==> config.mk <==
export PLATFORM = sky130hd
export DESIGN_NAME = pend_alu
export DESIGN_NICKNAME = d
export VERILOG_FILES = /design/src/rtl/core/pend_pkg.sv /design/src/rtl/core/pend_alu.sv
export SDC_FILE = /design/constraint.sdc
export NUM_CORES = 2
export LEC_CHECK = 0
export ABC_AREA = 0
export BUFFER_PORTS_ARGS = -buffer_cell sky130_fd_sc_hd__clkbuf_2
export CORE_UTILIZATION = 49
export DETAILED_ROUTE_END_ITERATION = 10
export PLACE_DENSITY = 0.62
export SLEW_MARGIN = 0
export SYNTH_ARGS = -nofsm -noshare
export SYNTH_HDL_FRONTEND = slang
export SYNTH_SLANG_ARGS = --single-unit
==> constraint.sdc <==
create_clock -name clk -period 9.71 [get_ports clk]
set_input_delay 0.4855 -clock clk [delete_from_list [all_inputs] [get_ports clk]]
set_output_delay 0.4855 -clock clk [all_outputs]
set_load 0.01 [all_outputs]
==> src/rtl/core/pend_pkg.sv <==
package pend_pkg;

  localparam int FRAC_BITS    = 24;
  localparam int STAMP_FRAC   = 20;
  localparam int CORDIC_STEPS = 30;
  localparam int IT_W         = $clog2(CORDIC_STEPS);

  localparam int ZSH       = 30 - FRAC_BITS;
  localparam int Z_W       = 32 + ZSH;
  localparam int MAG_W     = (Z_W > 34) ? Z_W : 34;
  localparam int RED_STEPS = (FRAC_BITS < 29) ? 29 - FRAC_BITS : 1;
  localparam int RK_W      = (RED_STEPS > 1) ? $clog2(RED_STEPS) : 1;
  localparam int CZ_W      = 36;
  localparam int XY_W      = 34;

  localparam int MIN_SH = (FRAC_BITS < STAMP_FRAC) ? FRAC_BITS : STAMP_FRAC;
  localparam int ACC_W  = 66 - MIN_SH;

  localparam logic [63:0] TWO_PI_Q30      = 64'd6746518852;
  localparam logic [63:0] PI_Q30          = 64'd3373259426;
  localparam logic [63:0] HALF_PI_Q30     = 64'd1686629713;
  localparam logic [63:0] CORDIC_GAIN_Q30 = 64'd652032874;

  localparam int CFG_IDX_W  = 4;
  localparam int CFG_DATA_W = 48;

  localparam logic [CFG_IDX_W-1:0] REG_GRAV        = 4'd0;
  localparam logic [CFG_IDX_W-1:0] REG_INV_INERTIA = 4'd1;
  localparam logic [CFG_IDX_W-1:0] REG_CONST_TORQ  = 4'd2;
  localparam logic [CFG_IDX_W-1:0] REG_TORQ_SEL    = 4'd3;
  localparam logic [CFG_IDX_W-1:0] REG_PUBLISH     = 4'd4;
  localparam logic [CFG_IDX_W-1:0] REG_STOP_TIME   = 4'd5;
  localparam logic [CFG_IDX_W-1:0] REG_START_ANGLE = 4'd6;
  localparam logic [CFG_IDX_W-1:0] REG_START_RATE  = 4'd7;

  typedef struct packed {
    logic mul_en;
    logic neg;
    logic stamp_frac;
  } alu_ctl_t;

  function automatic logic [31:0] atan_q30(input logic [IT_W-1:0] idx);
    logic [31:0] v;
    unique case (idx)
      5'd0:  v = 32'h3243F6A8;
      5'd1:  v = 32'h1DAC6705;
      5'd2:  v = 32'h0FADBAFC;
      5'd3:  v = 32'h07F56EA6;
      5'd4:  v = 32'h03FEAB76;
      5'd5:  v = 32'h01FFD55B;
      5'd6:  v = 32'h00FFFAAA;
      5'd7:  v = 32'h007FFF55;
      5'd8:  v = 32'h003FFFEA;
      5'd9:  v = 32'h001FFFFD;
      5'd10: v = 32'h000FFFFF;
      5'd11: v = 32'h0007FFFF;
      5'd12: v = 32'h0003FFFF;
      5'd13: v = 32'h0001FFFF;
      5'd14: v = 32'h0000FFFF;
      5'd15: v = 32'h00007FFF;
      5'd16: v = 32'h00003FFF;
      5'd17: v = 32'h00001FFF;
      5'd18: v = 32'h00000FFF;
      5'd19: v = 32'h000007FF;
      5'd20: v = 32'h000003FF;
      5'd21: v = 32'h000001FF;
      5'd22: v = 32'h000000FF;
      5'd23: v = 32'h0000007F;
      5'd24: v = 32'h0000003F;
      5'd25: v = 32'h0000001F;
      5'd26: v = 32'h0000000F;
      5'd27: v = 32'h00000008;
      5'd28: v = 32'h00000004;
      5'd29: v = 32'h00000002;
      default: v = 32'h00000000;
    endcase
    return v;
  endfunction

  function automatic logic [MAG_W-1:0] red_const(input logic [RK_W-1:0] k);
    logic [63:0] v;
    v = TWO_PI_Q30 << k;
    return MAG_W'(v);
  endfunction

endpackage

==> src/rtl/core/pend_alu.sv <==
module pend_alu (
  input  logic                           clk,
  input  pend_pkg::alu_ctl_t             ctl,
  input  logic signed [31:0]             a,
  input  logic signed [31:0]             b,
  input  logic signed [pend_pkg::ACC_W-1:0] c,
  output logic signed [pend_pkg::ACC_W-1:0] sum_wide,
  output logic signed [31:0]             sum_sat
);
  import pend_pkg::*;

  localparam logic signed [ACC_W-1:0] SAT_HI = ACC_W'(64'sd2147483647);
  localparam logic signed [ACC_W-1:0] SAT_LO = ACC_W'(-64'sd2147483648);

  logic signed [63:0]      prod_r;
  logic signed [63:0]      pn;
  logic signed [63:0]      sh;

  always_ff @(posedge clk) begin
    if (ctl.mul_en) begin
      prod_r <= a * b;
    end
  end

  always_comb begin
    pn       = ctl.neg ? -prod_r : prod_r;
    sh       = ctl.stamp_frac ? (pn >>> STAMP_FRAC) : (pn >>> FRAC_BITS);
    sum_wide = ACC_W'(sh) + c;
    if (sum_wide > SAT_HI) begin
      sum_sat = 32'sh7FFFFFFF;
    end else if (sum_wide < SAT_LO) begin
      sum_sat = 32'sh80000000;
    end else begin
      sum_sat = sum_wide[31:0];
    end
  end

endmodule

# [Word-level counts from Yosys, hierarchy flattened]
# Index checks and enable logic that the tools add are counted.
# W data, S select, Z words.
[classes] addsub=2 multipliers=1 n_lt_le_gt_ge=2 mux=4
[op_table] cell="$mul A32 B32 Y64" count=1
[op_table] cell="$mux W32" count=2
[op_table] cell="$mux W64" count=1
[op_table] cell="$neg A64 Y64" count=1
[op_table] cell="$add A44 B46 Y46" count=1
[op_table] cell="$gt A46 B32 Y1 const B" count=1
[op_table] cell="$lt A46 B32 Y1 const B" count=1
[op_table] cell="$mux W43" count=1
[word_totals] regBits=64 inputBits=114 word_cells=10

# [Longest topological paths before layout]
[depth] ltp_word=7 mapped_depth=28 ltp_nobuf=27

# [Worst setup path after synthesis]
# No wires, ideal clock.
[synth_path] kind="input -> register" startpoint="input b[2]" endpoint="register prod_r[62] (data pin)" setup_ps=264 arrival_ps=7815 required_ps=9446 path_slack_ps=1632 path_stages=26 cell_sequence="clkbuf_1 nand2_1 inv_1 fa_1 fa_1 fa_1 fa_1 inv_1 fa_1 inv_1 fa_1 inv_1 fa_1 inv_1 fa_1 ha_1 clkbuf_1 nand3_1 nor2_1 and4_1 nand3_1 o211ai_1 o21ai_0 o21ai_0 a221oi_1 xnor2_1"
[synth_via] elab_chain_len=1
[synth_lines] element="start, declared" line="pend_alu.sv:5" rtl="input logic signed [31:0] b,"
[synth_lines] element="$mul A32 B32 Y64" line="pend_alu.sv:21" rtl="prod_r <= a * b;"
[synth_lines] element="end signal, assigned" line="pend_alu.sv:21"
[synth_lines] element="end, declared" line="pend_alu.sv:15" rtl="logic signed [63:0] prod_r;"
# No other way between the ends.
# A chain may end at the register's enable or synchronous reset.

# [Final worst setup path]
[layout_path] startpoint="input a[31]" endpoint="register prod_r[62] (data pin)"
[layout_via] elab_chain_len=1
[layout_lines] element="start, declared" line="pend_alu.sv:4" rtl="input logic signed [31:0] a,"
[layout_lines] element="$mul A32 B32 Y64" line="pend_alu.sv:21"
# No other way between the ends.

==> impl_metrics.ini <==
[placed_design]
gp_congestion = 0.9272
dp_hpwl_mm = 98.62
port_buffers = 191
pre_cts_slack_ns = 0.8904

[grt]
antenna_found_initial = 6
grt_pass1_vias = 33050
gr-total-overflow = 0
grt_max_degree = 103
grt_use_total = 0.2711
grt_pass1_wl_mm = 185.8

[setup_path]
required_ns = 9.78
path_class = in2reg
slowest_delay_ns = 0.54
crit_slowest_cell = fa_1
cp_max_fo = 32
startpoint_type = input pin
arrival_ns = 8.55
crit_path_start = a[31]
crit_path_frequent_cell = fa_1
endpoint_kind = register
critPathBufInv = 9
cp_top_family = adder cells
cp_num_cells = 28

[floorplanning]
start_util = 0.4939
dieArea_mm2 = 0.08863
rows = 108
die_w_um = 297.7
core_area_mm2 = 0.08675
io_pins = 192
die_y_um = 297.7

[clock_tree]
clk_pin_slew_ns = 0.06
hold_buffers = 0
htreeDepth = 3
post_cts_buffers = 0
cts_root_buffer = clkbuf_16
cts_tree = yes
cts_buffers = 9
clockBufferDepth = 2
cts.sinks = 64
cts_resized = 0

[routing]
drt-wirelength-per-cell_um = 20.11
firstDrtPassIters = 7
num_vias = 31510
ant_nets = 0
vias_per_cell = 5.387
drt-total-wl_mm = 117.6
drt_iter0_markers = 2330
route.detailed.drc = 0

[cells_and_area]
layout-drive-gt1-share = 0.06569
largest_register = prod_r
layout_common_cells = 1083 x fa_1, 1003 x inv_1, 595 x nand2_1, 528 x and2_1, 229 x ha_1
fin_nets = 6111
fillers = 8064
fin_util = 0.5185
layout_commonest_cell = fa_1
syn_to_final_growth_pct = 4.981
reg.largest.list = prod_r (64)
largest_reg_flops = 64

[status]
outcome = completed

[logic_synthesis]
ys_types = 80
synth_area_per_cell_um2 = 9.166
synthCells = 4675
ys_seq_area_frac = 0.04485
syn_area_mm2 = 0.04285
synth_top_area_cell = fa_1
synth.net_count = 6101
synth_edf_count = 64
synth_seq_cells = 64
ys.warnings.count = 0
synth_flop_cell = edfxtp_1
netlist.area_leader.share = 0.5060
async_reset_ff_frac = 0
yosys-top-cells-area = fa_1 51%, inv_1 8.8%, and2_1 7.7%

[worst_hold_path]
hp-class = in2reg
worstHoldPathCells = 2
hp-start = a[0]

[timing]
worstMarginPinSlew_ns = 1.041
slew_headroom = 0.3058
final_hold_viol_count = 0
setup_tns_ns = 0
finalCritPeriodShare = 0.8737
slew_viol_final = 0
setup_slack_ns = 1.227
setup_viol = 0
period_needed_ns = 8.483
rsz0062_at_grt = false
max_freq_mhz = 117.9

[flow_run]
maxCapViolCount = 0
[final cells by class]
class	instances	area (um2)	area share
clock buffer	9	225.2	0.005007
multi-input combinational	3369	36230	0.8053
sequential	64	1922	0.04272
inverter	1005	3772	0.08386
antenna	5	12.51	0.0002781
tap	1155	1445	0.03213
clock inverter	6	85.08	0.001891
timing repair buffer	236	1296	0.02882
[path summary, 6_finish.rpt]
kind,end
worst max-delay path,prod_r[62]
worst min-delay path,prod_r[0]
[cells by family (layout without fill, tap and decap cells)]
| family | Yosys count | in the layout | share of synthesized area |
|---|---|---|---|
| AOI/OAI and AO/OA | 466 | 466 | 0.07157 |
| muxes | 19 | 19 | 0.004847 |
| and+or+nand+nor | 1436 | 1436 | 0.1679 |
| other | 0 | 5 | 0 |
| xor gates and xnor gates | 136 | 136 | 0.02797 |
| buffers and inverters | 1242 | 1256 | 0.1100 |
| DFF | 64 | 64 | 0.04485 |
| adders and majority gates | 1312 | 1312 | 0.5728 |
[synth_stat cells (6+ instances only)]
cell      number
and3_1        14
xor2_1        51
nand3_1       37
a221oi_1       9
or4_1          6
o21a_1        16
o22ai_1        7
o21ai_2       30
or3_1         11
a31oi_1       14
and4_1         9
inv_1       1003
o21ai_0       97
nor3_1        37
nor2_1       113
a21o_1        57
and2_1       528
nand4_1       18
xnor2_1       84
nor4_1        15
nand2_1      595
fa_1        1083
or2_2          7
nand2b_1      18
clkbuf_1     218
o31ai_1       13
o211ai_1      11
o21bai_1      13
nor2b_1       14
buf_1          8
edfxtp_1      64
buf_6          6
a211oi_1      14
ha_1         229
a21oi_1      129
mux2i_1       14
[through the flow]
| step | hold WS, ns | instances | area (um2) |
|---|---|---|---|
| final | 0.8186 | 5849 | 44980 |
| after global placement | 1.135 | 5829 | 44660 |
| after global routing | 0.8293 | 5848 | 44980 |
| after CTS | 0.7901 | 5844 | 44970 |
| after detailed placement | 1.137 | 5829 | 44660 |
| after floorplan | 0.5980 | 4675 | 42850 |
[metal layers]
layer / global-route usage / wire (um)
met5: 0 / 14
met4: 0.06971 / 2951
met3: 0.07686 / 12090
met2: 0.4046 / 50540
met1: 0.3886 / 52050
Power is left out: the tool's default activity adds up to more than one toggle a clock period on the data nets, which glitch-free logic cannot reach.
