===== src/rtl/core/pend_pkg.sv =====
package pend_pkg;

  localparam int FRAC_BITS    = 24;
  localparam int STAMP_FRAC   = 20;
  localparam int CORDIC_STEPS = 30;
  localparam int IT_W         = $clog2(CORDIC_STEPS);

  localparam int ZSH       = 30 - FRAC_BITS;
  localparam int Z_W       = 32 + ZSH;
  localparam int MAG_W     = (Z_W > 34) ? Z_W : 34;
  localparam int RED_STEPS = (FRAC_BITS < 29) ? 29 - FRAC_BITS : 1;
  localparam int RK_W      = (RED_STEPS > 1) ? $clog2(RED_STEPS) : 1;
  localparam int CZ_W      = 36;
  localparam int XY_W      = 34;

  localparam int MIN_SH = (FRAC_BITS < STAMP_FRAC) ? FRAC_BITS : STAMP_FRAC;
  localparam int ACC_W  = 66 - MIN_SH;

  localparam logic [63:0] TWO_PI_Q30      = 64'd6746518852;
  localparam logic [63:0] PI_Q30          = 64'd3373259426;
  localparam logic [63:0] HALF_PI_Q30     = 64'd1686629713;
  localparam logic [63:0] CORDIC_GAIN_Q30 = 64'd652032874;

  localparam int CFG_IDX_W  = 4;
  localparam int CFG_DATA_W = 48;

  localparam logic [CFG_IDX_W-1:0] REG_GRAV        = 4'd0;
  localparam logic [CFG_IDX_W-1:0] REG_INV_INERTIA = 4'd1;
  localparam logic [CFG_IDX_W-1:0] REG_CONST_TORQ  = 4'd2;
  localparam logic [CFG_IDX_W-1:0] REG_TORQ_SEL    = 4'd3;
  localparam logic [CFG_IDX_W-1:0] REG_PUBLISH     = 4'd4;
  localparam logic [CFG_IDX_W-1:0] REG_STOP_TIME   = 4'd5;
  localparam logic [CFG_IDX_W-1:0] REG_START_ANGLE = 4'd6;
  localparam logic [CFG_IDX_W-1:0] REG_START_RATE  = 4'd7;

  typedef struct packed {
    logic mul_en;
    logic neg;
    logic stamp_frac;
  } alu_ctl_t;

  function automatic logic [31:0] atan_q30(input logic [IT_W-1:0] idx);
    logic [31:0] v;
    unique case (idx)
      5'd0:  v = 32'h3243F6A8;
      5'd1:  v = 32'h1DAC6705;
      5'd2:  v = 32'h0FADBAFC;
      5'd3:  v = 32'h07F56EA6;
      5'd4:  v = 32'h03FEAB76;
      5'd5:  v = 32'h01FFD55B;
      5'd6:  v = 32'h00FFFAAA;
      5'd7:  v = 32'h007FFF55;
      5'd8:  v = 32'h003FFFEA;
      5'd9:  v = 32'h001FFFFD;
      5'd10: v = 32'h000FFFFF;
      5'd11: v = 32'h0007FFFF;
      5'd12: v = 32'h0003FFFF;
      5'd13: v = 32'h0001FFFF;
      5'd14: v = 32'h0000FFFF;
      5'd15: v = 32'h00007FFF;
      5'd16: v = 32'h00003FFF;
      5'd17: v = 32'h00001FFF;
      5'd18: v = 32'h00000FFF;
      5'd19: v = 32'h000007FF;
      5'd20: v = 32'h000003FF;
      5'd21: v = 32'h000001FF;
      5'd22: v = 32'h000000FF;
      5'd23: v = 32'h0000007F;
      5'd24: v = 32'h0000003F;
      5'd25: v = 32'h0000001F;
      5'd26: v = 32'h0000000F;
      5'd27: v = 32'h00000008;
      5'd28: v = 32'h00000004;
      5'd29: v = 32'h00000002;
      default: v = 32'h00000000;
    endcase
    return v;
  endfunction

  function automatic logic [MAG_W-1:0] red_const(input logic [RK_W-1:0] k);
    logic [63:0] v;
    v = TWO_PI_Q30 << k;
    return MAG_W'(v);
  endfunction

endpackage


===== src/rtl/core/pend_cordic.sv =====
module pend_cordic (
  input  logic               clk,
  input  logic               rst_n,
  input  logic               start,
  input  logic signed [31:0] angle,
  output logic               done,
  output logic signed [31:0] sin_val
);
  import pend_pkg::*;

  localparam logic [2:0] C_IDLE  = 3'd0;
  localparam logic [2:0] C_RED   = 3'd1;
  localparam logic [2:0] C_FOLD1 = 3'd2;
  localparam logic [2:0] C_FOLD2 = 3'd3;
  localparam logic [2:0] C_ITER  = 3'd4;

  localparam logic signed [CZ_W-1:0] ZPI  = CZ_W'(PI_Q30);
  localparam logic signed [CZ_W-1:0] Z2PI = CZ_W'(TWO_PI_Q30);
  localparam logic signed [CZ_W-1:0] ZHP  = CZ_W'(HALF_PI_Q30);
  localparam logic signed [XY_W-1:0] XGAIN = XY_W'(CORDIC_GAIN_Q30);
  localparam logic [IT_W-1:0] LAST_IT = IT_W'(CORDIC_STEPS - 1);
  localparam logic [RK_W-1:0] TOP_K   = RK_W'(RED_STEPS - 1);

  logic [2:0]              state_r, state_nxt;
  logic [MAG_W-1:0]        mag_r, mag_nxt;
  logic                    neg_r, neg_nxt;
  logic [RK_W-1:0]         k_r, k_nxt;
  logic [IT_W-1:0]         i_r, i_nxt;
  logic signed [CZ_W-1:0]  z_r, z_nxt;
  logic signed [XY_W-1:0]  x_r, x_nxt;
  logic signed [XY_W-1:0]  y_r, y_nxt;
  logic                    done_r, done_nxt;

  logic signed [Z_W-1:0]   z0;
  logic signed [Z_W-1:0]   z0_neg;
  logic [MAG_W-1:0]        rc;
  logic signed [CZ_W-1:0]  zm;
  logic signed [CZ_W-1:0]  zs;
  logic signed [XY_W-1:0]  dx;
  logic signed [XY_W-1:0]  dy;
  logic signed [CZ_W-1:0]  at;

  always_comb begin
    z0     = Z_W'(angle) <<< ZSH;
    z0_neg = -z0;
    rc     = red_const(k_r);
    zm     = CZ_W'(mag_r);
    zs     = neg_r ? -zm : zm;
    dx     = y_r >>> i_r;
    dy     = x_r >>> i_r;
    at     = CZ_W'(atan_q30(i_r));

    state_nxt = state_r;
    mag_nxt   = mag_r;
    neg_nxt   = neg_r;
    k_nxt     = k_r;
    i_nxt     = i_r;
    z_nxt     = z_r;
    x_nxt     = x_r;
    y_nxt     = y_r;
    done_nxt  = 1'b0;

    unique case (state_r)
      C_IDLE: begin
        if (start) begin
          neg_nxt   = z0[Z_W-1];
          mag_nxt   = z0[Z_W-1] ? MAG_W'($unsigned(z0_neg)) : MAG_W'($unsigned(z0));
          k_nxt     = TOP_K;
          state_nxt = C_RED;
        end
      end
      C_RED: begin
        if (mag_r >= rc) begin
          mag_nxt = mag_r - rc;
        end
        if (k_r == '0) begin
          state_nxt = C_FOLD1;
        end else begin
          k_nxt = k_r - 1'b1;
        end
      end
      C_FOLD1: begin
        if (zs > ZPI) begin
          z_nxt = zs - Z2PI;
        end else if (zs < -ZPI) begin
          z_nxt = zs + Z2PI;
        end else begin
          z_nxt = zs;
        end
        state_nxt = C_FOLD2;
      end
      C_FOLD2: begin
        if (z_r > ZHP) begin
          z_nxt = ZPI - z_r;
        end else if (z_r < -ZHP) begin
          z_nxt = -ZPI - z_r;
        end
        x_nxt     = XGAIN;
        y_nxt     = '0;
        i_nxt     = '0;
        state_nxt = C_ITER;
      end
      C_ITER: begin
        if (!z_r[CZ_W-1]) begin
          x_nxt = x_r - dx;
          y_nxt = y_r + dy;
          z_nxt = z_r - at;
        end else begin
          x_nxt = x_r + dx;
          y_nxt = y_r - dy;
          z_nxt = z_r + at;
        end
        if (i_r == LAST_IT) begin
          done_nxt  = 1'b1;
          state_nxt = C_IDLE;
        end else begin
          i_nxt = i_r + 1'b1;
        end
      end
      default: begin
        state_nxt = C_IDLE;
      end
    endcase
  end

  always_ff @(posedge clk) begin
    if (!rst_n) begin
      state_r <= C_IDLE;
      done_r  <= 1'b0;
    end else begin
      state_r <= state_nxt;
      done_r  <= done_nxt;
    end
    mag_r <= mag_nxt;
    neg_r <= neg_nxt;
    k_r   <= k_nxt;
    i_r   <= i_nxt;
    z_r   <= z_nxt;
    x_r   <= x_nxt;
    y_r   <= y_nxt;
  end

  assign done    = done_r;
  assign sin_val = 32'(y_r >>> ZSH);

endmodule


===== config.mk =====
export PLATFORM = sky130hd
export DESIGN_NAME = pend_cordic
export DESIGN_NICKNAME = d
export VERILOG_FILES = /design/src/rtl/core/pend_pkg.sv /design/src/rtl/core/pend_cordic.sv
export SDC_FILE = /design/constraint.sdc
export NUM_CORES = 1
export LEC_CHECK = 0
export BUFFER_PORTS_ARGS = -buffer_cell sky130_fd_sc_hd__buf_2
export CAP_MARGIN = 30
export CORE_UTILIZATION = 60
export CTS_CLUSTER_DIAMETER = 40
export CTS_CLUSTER_SIZE = 40
export DETAILED_ROUTE_END_ITERATION = 8
export PLACE_DENSITY = 0.77
export SLEW_MARGIN = 10
export SYNTH_ARGS = -nofsm -noshare
export SYNTH_HDL_FRONTEND = slang
export SYNTH_SLANG_ARGS = --single-unit

===== constraint.sdc =====
create_clock -name clk -period 14.82 [get_ports clk]
set_input_delay 2.964 -clock clk [delete_from_list [all_inputs] [get_ports clk]]
set_output_delay 2.964 -clock clk [all_outputs]
set_load 0.005 [all_outputs]

## After elaboration in Yosys (flattened, before gate mapping)

Memory sizes are Yosys's and may differ from the RTL's. A register that Yosys moved wholly into a read port is not among the register bits.
Cells that the tools add are included.

| cells by class | value |
|---|---|
| add/subtract/negate cells | 15 |
| reduce and logical (&&, ||, !) cells | 12 |
| $lt $le $gt $ge | 5 |
| multiplexer cells | 26 |
| shifts and indexed selects | 3 |
| eq/ne operators | 12 |

Operators by type and width:

| operator | count |
|---|---|
| $mux 36 | 6 |
| $pmux 34 s2 | 2 |
| $mux 38 | 3 |
| $pmux 36 s3 | 1 |
| $pmux 38 s2 | 1 |
| $sub 33x36->36 const A | 2 |
| $add 34x34->34 | 2 |
| $mux 34 | 2 |
| $sshr 34x5->34 | 2 |
| $sub 34x34->34 | 2 |
| $ge 38x38->1 | 1 |
| $neg 38->38 | 1 |
| $shl 33x3->38 const A | 1 |
| $sub 38x38->38 | 1 |
| $add 36x33->36 | 1 |
| $add 36x34->36 const B | 1 |
| $gt 36x32->1 const B | 1 |
| $gt 36x33->1 const B | 1 |
| $lt 36x32->1 const B | 1 |
| $lt 36x33->1 const B | 1 |
| $neg 36->36 | 1 |
| $sub 36x33->36 | 1 |
| $sub 36x34->36 const B | 1 |
| $mux 3 | 5 |
| 18 further kinds | 32 |

| storage, ports and cells | value |
|---|---|
| flip-flop bits (word level) | 155 |
| memory bits (read-only) | 960 |
| output and inout bits | 33 |
| memories kept | 1 |
| input port bits | 35 |
| logic and storage cells | 83 |

Memories:

| memory | words | bits a word | rd ports | clocked after Yosys merged registers in | wr ports | line | source |
|---|---|---|---|---|---|---|---|
| (name not given) | 32 | 30 | 1 | 1 | 0 | pend_pkg.sv:44 | `unique case (idx)` |

## Depth between registers and ports, before layout

| logic depth | value |
|---|---|
| word-level depth | 6 |
| mapped depth | 30 |
| depth with buffers taken out | 26 |

## Worst setup path before layout

OpenSTA, ideal clock, no wires.

| timing path | value |
|---|---|
| kind | register to register |
| start point | register z_r[7] |
| end point | register z_r[35], data pin |
| library setup time | 0.275 ns |
| stages on the path, launching flop included | 22 |
| arrival | 5.895 ns |
| path slack | 8.650 ns |
| path buffers | 0 |
| path through | edfxtp_1 > nand4bb_1 > or4_1 > a31oi_1 > o31ai_1 > a21oi_1 > or3_1 > a311oi_1 > o311ai_0 > nand2b_1 > inv_1 > ha_1 > and3_1 > and3_1 > a221o_1 > a221o_1 > a41o_1 > a2111oi_0 > o31ai_1 > a21oi_1 > mux2i_1 > o2111ai_1 |

| on the way | value |
|---|---|
| word-level cells in the longest chain between the ends | 4 |
| elaborated cells between the ends (all ways) | 9 |
| those cells by class | add/sub: 4; order compare: 1; mux: 4 |

RTL lines:

| item | line | source |
|---|---|---|
| from (decl) | pend_cordic.sv:29 | `logic signed [CZ_W-1:0] z_r, z_nxt;` |
| from (signal assigned) | pend_cordic.sv:138 | `z_r <= z_nxt;` |
| $sub 33x36->36 | pend_cordic.sv:96 | `z_nxt = -ZPI - z_r;` |
| $mux 36 | pend_cordic.sv:95 | `end else if (z_r < -ZHP) begin` |
| $mux 36 | pend_cordic.sv:93 | `if (z_r > ZHP) begin` |
| $pmux 36 s3 (*) | pend_cordic.sv:63 | `unique case (state_r)` |
| via z_nxt[35] | pend_cordic.sv:29 |  |

Mark *: on every way through the listed nets, which the timed path passes. The rest lies on a longest branch. The select of a mux whose other input is x is not followed.
A chain may end at the register's enable or synchronous reset.

## Worst setup path after layout

| timing path | value |
|---|---|
| start point | register i_r[1] |
| end point | register y_r[31], data pin |

| on the way | value |
|---|---|
| word-level cells in the longest chain between the ends | 4 |
| elaborated cells between the ends (all ways) | 5 |
| those cells by class | add/sub: 2; shift: 1; mux: 2 |

RTL lines:

| item | line | source |
|---|---|---|
| from (decl) | pend_cordic.sv:28 | `logic [IT_W-1:0] i_r, i_nxt;` |
| from (signal assigned) | pend_cordic.sv:137 | `i_r <= i_nxt;` |
| $sshr 34x5->34 (*) | pend_cordic.sv:50 | `dy = x_r >>> i_r;` |
| $add 34x34->34 / $sub 34x34->34 (equally long branches) | pend_cordic.sv:106, pend_cordic.sv:110 |  |
| $mux 34 (*) | pend_cordic.sv:104 | `if (!z_r[CZ_W-1]) begin` |
| $pmux 34 s2 (*) | pend_cordic.sv:63 |  |
| to (signal assigned) | pend_cordic.sv:140 | `y_r <= y_nxt;` |
| to (decl) | pend_cordic.sv:31 | `logic signed [XY_W-1:0] y_r, y_nxt;` |

Mark *: on every way between the ends. The rest lies on a longest branch, timed or not.

==> run summary <==
For the share of total power in sequential cells, the log shows 0.304. The reported max-cap violation count came out at 0. The number of gates resized after CTS was 0. Counting tap cells, the placed design contains a total of 3721 instances.

Worst setup slack after placement: 7144 ps. The detail route stage leaves a number of antenna-violating nets equal to 0. The worst setup path is launched from a register. The post-synthesis average cell area is 8.210 um2, and the combinational group share of total power is 0.486. After the first detailed-routing iteration, the DRC count stood at 2575. The number of standard cells in the final layout excluding fillers is 3757, and the relative area change from synthesis to final layout is 3.844%.

The total design power is 2.350 mW, and the buffers plus inverters on the worst setup path is 1. Classification of the worst setup path: reg2reg. Sequential area share after synthesis: 0.1939. The floorplan step defined a die boundary enclosing 45160 um2. For this run, the detailed router's first-pass iteration total came to 6. The worst hold path belongs to the class reg2reg. After clock tree synthesis, the clock-pin slew on the worst setup and hold paths is 80 ps. The tools report the number of nets produced by synthesis as 3473.

The tools report the reg-to-reg endpoint as y_r[31]$_SDFFCE_PN0N_. The last weighted congestion value of the routability-driven placer came out at 1.051. The tools report the clock sink count as 183.

The flow ran to the end, and the final reports show no timing, DRC or antenna violations. Hold is met by 649.2 ps. The region available for standard cell placement spans 43360 um2. The worst path needs 7765 ps of the cycle, external delays included.

Setup repair after global routing left no endpoint under its margin. For this design the static power due to leakage is 10.88 nW. The run gives 0.6368 as the final cell utilization of the core. Summed over all layers, the routed wires come to 84770 um.

The run gives 1.326 mW as the internal power summed over all cells. Grouping stages by cell kind, the critical path spends the most delay in compound AO/OA/AOI/OAI gates. For this run, design rule violations remaining after detail routing come to 0. Measured along the y axis, the die boundary spans 212.5 um. The clock arrives with 14.28 ps of skew. In the final routed layout, each cell accounts on average for 22.56 um. Setup violations remaining at the end of the flow were counted as 0. The signal on the critical path passes through buf_4 > mux4_2 > mux2_2 > o21ai_1 > mux2i_1 > or4b_1 > nor3_2 > nand2b_1 > nor3_2 > nor3_1 > o21ai_0 > o21a_1 > ha_1 > a21o_1 > a21o_1 > a21oi_1 > o21bai_1 > a21oi_1 > o32ai_1 > a311oi_1 > o21ai_0 > a31oi_1 > xor2_1 > nor2_1.

The net count of the finished layout is 3393, and the number of global-route vias before repair is 24780. The synthesized design contains 183 register bits. Area of the mapped netlist: 26590 um2. The share of final-layout standard cells stronger than drive strength 1 was 0.1015; the total number of vias was 26000. Across the VDD grid, the largest voltage drop is 97.70 uV.

The run gives 0 as the antenna cell count. The net switching share of the total power came out at 0.4359. In this run the tool buffered the top-level ports with 67 buffer cells. The worst setup path is captured at a register.

TritonCTS built the clock tree. The tightest slew margin relative to the limit is 0.3736. The power density normalized to cell area was 85.10 nW/um2; the cell area after placement was 26950 um2. The run gives 77 as the pin count of the biggest net entering global routing. The Yosys step of the flow raised 0 warnings.

The maximum fanout encountered on the critical timing path was 59. In this run the horizontal extent of the chip is 212.5 um. The logs give 64600 um for the half-perimeter wire length of the detailed placement result and 0 for the setup fix buffers added after clock tree synthesis. Once layout is done, the placed cells without fillers occupy 27610 um2. The ratio of final minimum period to clock period came out at 0.5239. For the pin with the worst max-slew slack, the measured transition is 939.5 ps. The hold path depth is 1, and the worst path arrival time is 8010 ps.

For the worst-skew pair, the clock arrives at the later sink with an insertion delay of 500 ps. The worst register-to-register path has a setup slack of 7060 ps. The final hold violation count is 0. In this design, the stage delay of the slowest critical-path cell is 890 ps. CTS placed an instance of sky130_fd_sc_hd__clkbuf_16 at the clock tree root. The first global-routing pass estimated 133500 um of wire. On the critical path, the stage with the largest delay is an instance of sky130_fd_sc_hd__edfxtp_1.

The share of synthesized registers carrying an async set or reset works out to 0. In the final timing run, aggregate negative setup slack is 0 ps. The post-route worst setup slack is 7055 ps, and the unique cell type count in the Yosys netlist is 104. For hold timing, the worst endpoint is state_r[1]$_SDFFE_PN0P_. The logs give 0.3763 for the global-route usage over all layers and 68 for the I/O pin count. Synthesis produced 3239 cells. The tools report the required time of the critical path as 15060 ps. The logs give 17 for the number of buffers created by CTS and 2 for the buffer depth of the longest clock path.

The tools report the initial antenna violation count as 1. The clock tree synthesis step divided the H-tree into 4 levels. The highest achievable clock rate is 128.8 MHz, and the number of hold buffers added after cts is 0. The total grt overflow came out at 0.

The tools report the hold path startpoint as state_r[2]$_SDFFE_PN0P_. For the proportion of power drawn by the clock network, the log shows 0.210. The run gives 0 as the number of pins with negative max-slew slack in the final report. The launch instance of the worst register-to-register path was i_r[1]$_DFFE_PP_.

The initial core utilization came out at 0.6133. The worst reg2reg path depth was 24. The most used flip-flop cell after synthesis is sky130_fd_sc_hd__edfxtp_1.

The number of vias per cell was 6.921; the number of cell rows was 76. Number of synthesized flops with an enable pin: 149. For the net switching power figure, the log shows 1.024 mW.
## worst reg2reg max path, delay by kind of cell, from the launching register on
family,cells,cell delay [ps]
adders and majority gates,1,280
xor gates and xnor gates,1,160
DFF,1,890
muxes,3,1230
AOI/OAI and AO/OA,12,2710
buffers and inverters,1,740
and+or+nand+nor,6,1510
## power by group through the flow
stage               clock network, mW  logic, mW  registers [mW]
global placement                    0       1.09           0.720
floorplan                           0      0.899           0.669
detailed placement                  0       1.11           0.722
CTS                             0.499       1.12           0.711
finish                          0.494       1.14           0.714
global route                    0.515       1.25           0.719
## flip-flops by register name, summed over array words and instances, names as in the netlist
register,cells
at,30
done,1
i_r,5
k_r,3
mag_r,36
neg_r,1
state_r,3
x_r,34
y_r,34
z_r,36
## layer usage
layer | share of wire | track usage
met5 | 0.00015 | 0
met3 | 0.070 | 0.04904
met4 | 0.062 | 0.2379
met1 | 0.41 | 0.4754
met2 | 0.46 | 0.6076
## cell usage after synthesis, types with 26 or more instances
library cell | instances | area share
sky130_fd_sc_hd__nor2_1 | 298 | 0.042
sky130_fd_sc_hd__a21oi_1 | 249 | 0.047
sky130_fd_sc_hd__nand2_1 | 245 | 0.035
sky130_fd_sc_hd__ha_1 | 196 | 0.092
sky130_fd_sc_hd__o21ai_0 | 177 | 0.033
sky130_fd_sc_hd__xnor2_1 | 175 | 0.058
sky130_fd_sc_hd__edfxtp_1 | 149 | 0.17
sky130_fd_sc_hd__xor2_1 | 141 | 0.046
sky130_fd_sc_hd__inv_1 | 123 | 0.017
sky130_fd_sc_hd__a21o_1 | 118 | 0.033
sky130_fd_sc_hd__clkbuf_1 | 105 | 0.015
sky130_fd_sc_hd__mux4_2 | 90 | 0.076
sky130_fd_sc_hd__nor3_1 | 84 | 0.016
sky130_fd_sc_hd__nand3_1 | 53 | 0.010
sky130_fd_sc_hd__nand2b_1 | 49 | 0.012
sky130_fd_sc_hd__a31oi_1 | 48 | 0.011
sky130_fd_sc_hd__mux2i_1 | 45 | 0.017
sky130_fd_sc_hd__buf_4 | 38 | 0.011
sky130_fd_sc_hd__o21a_1 | 38 | 0.011
sky130_fd_sc_hd__or3_1 | 38 | 0.0089
sky130_fd_sc_hd__and2_1 | 37 | 0.0087
sky130_fd_sc_hd__nor2b_1 | 36 | 0.0085
sky130_fd_sc_hd__o31ai_1 | 36 | 0.010
sky130_fd_sc_hd__dfxtp_1 | 34 | 0.026
sky130_fd_sc_hd__mux2_2 | 34 | 0.014
sky130_fd_sc_hd__buf_1 | 33 | 0.0047
sky130_fd_sc_hd__a211oi_1 | 32 | 0.0090
sky130_fd_sc_hd__a22oi_1 | 31 | 0.0088
sky130_fd_sc_hd__nand4_1 | 31 | 0.0073
sky130_fd_sc_hd__and3_1 | 29 | 0.0068
sky130_fd_sc_hd__o211ai_1 | 29 | 0.0082
sky130_fd_sc_hd__o21ai_1 | 27 | 0.0051
sky130_fd_sc_hd__o22ai_1 | 27 | 0.0064
sky130_fd_sc_hd__nor4_1 | 26 | 0.0061
## placed cells by master (no fill, tap or decap), types with 84 or more instances in the layout
cell / instances
sky130_fd_sc_hd__a21oi_1: 249
sky130_fd_sc_hd__a21o_1: 118
sky130_fd_sc_hd__xnor2_1: 175
sky130_fd_sc_hd__mux4_2: 90
sky130_fd_sc_hd__xor2_1: 141
sky130_fd_sc_hd__nor3_1: 84
sky130_fd_sc_hd__o21ai_0: 177
sky130_fd_sc_hd__inv_1: 121
sky130_fd_sc_hd__edfxtp_1: 149
sky130_fd_sc_hd__nor2_1: 296
sky130_fd_sc_hd__ha_1: 196
sky130_fd_sc_hd__nand2_1: 245
## layout make-up
class | count | area [um2]
clock buffers | 19 | 464.2
multi-input cells | 2729 | 20030
clock inverters | 13 | 146.4
well taps | 585 | 732.0
fillers | 3843 | 15750
inverters | 127 | 478.0
flip-flops and latches | 183 | 5155
repair buffers | 101 | 610.6
## worst max path at each step
stage	slack (ps)	endpoint	startpoint	cells past startpoint
6_report	7060	y_r[31]$_SDFFCE_PN0N_	i_r[1]$_DFFE_PP_	24
5_1_grt	6430	y_r[31]$_SDFFCE_PN0N_	i_r[1]$_DFFE_PP_	24
4_1_cts	7140	y_r[31]$_SDFFCE_PN0N_	i_r[1]$_DFFE_PP_	24
3_5_place_dp	7140	y_r[31]$_SDFFCE_PN0N_	i_r[1]$_DFFE_PP_	24
3_3_place_gp	7350	y_r[31]$_SDFFCE_PN0N_	i_r[1]$_DFFE_PP_	24
2_1_floorplan	8650	z_r[35]$_DFFE_PP_	z_r[7]$_DFFE_PP_	21
## cells by family after synthesis
group / Yosys count / synth area share
multiplexers: 170 / 0.1080
buffers and inverters: 327 / 0.05336
XOR/XNOR: 318 / 0.1053
AO/OA/AOI/OAI: 1015 / 0.2542
AND/OR/NAND/NOR: 1027 / 0.1908
flip-flops: 183 / 0.1939
adder cells (fa/ha/maj): 199 / 0.09448
(Power assumes the default switching activity.)
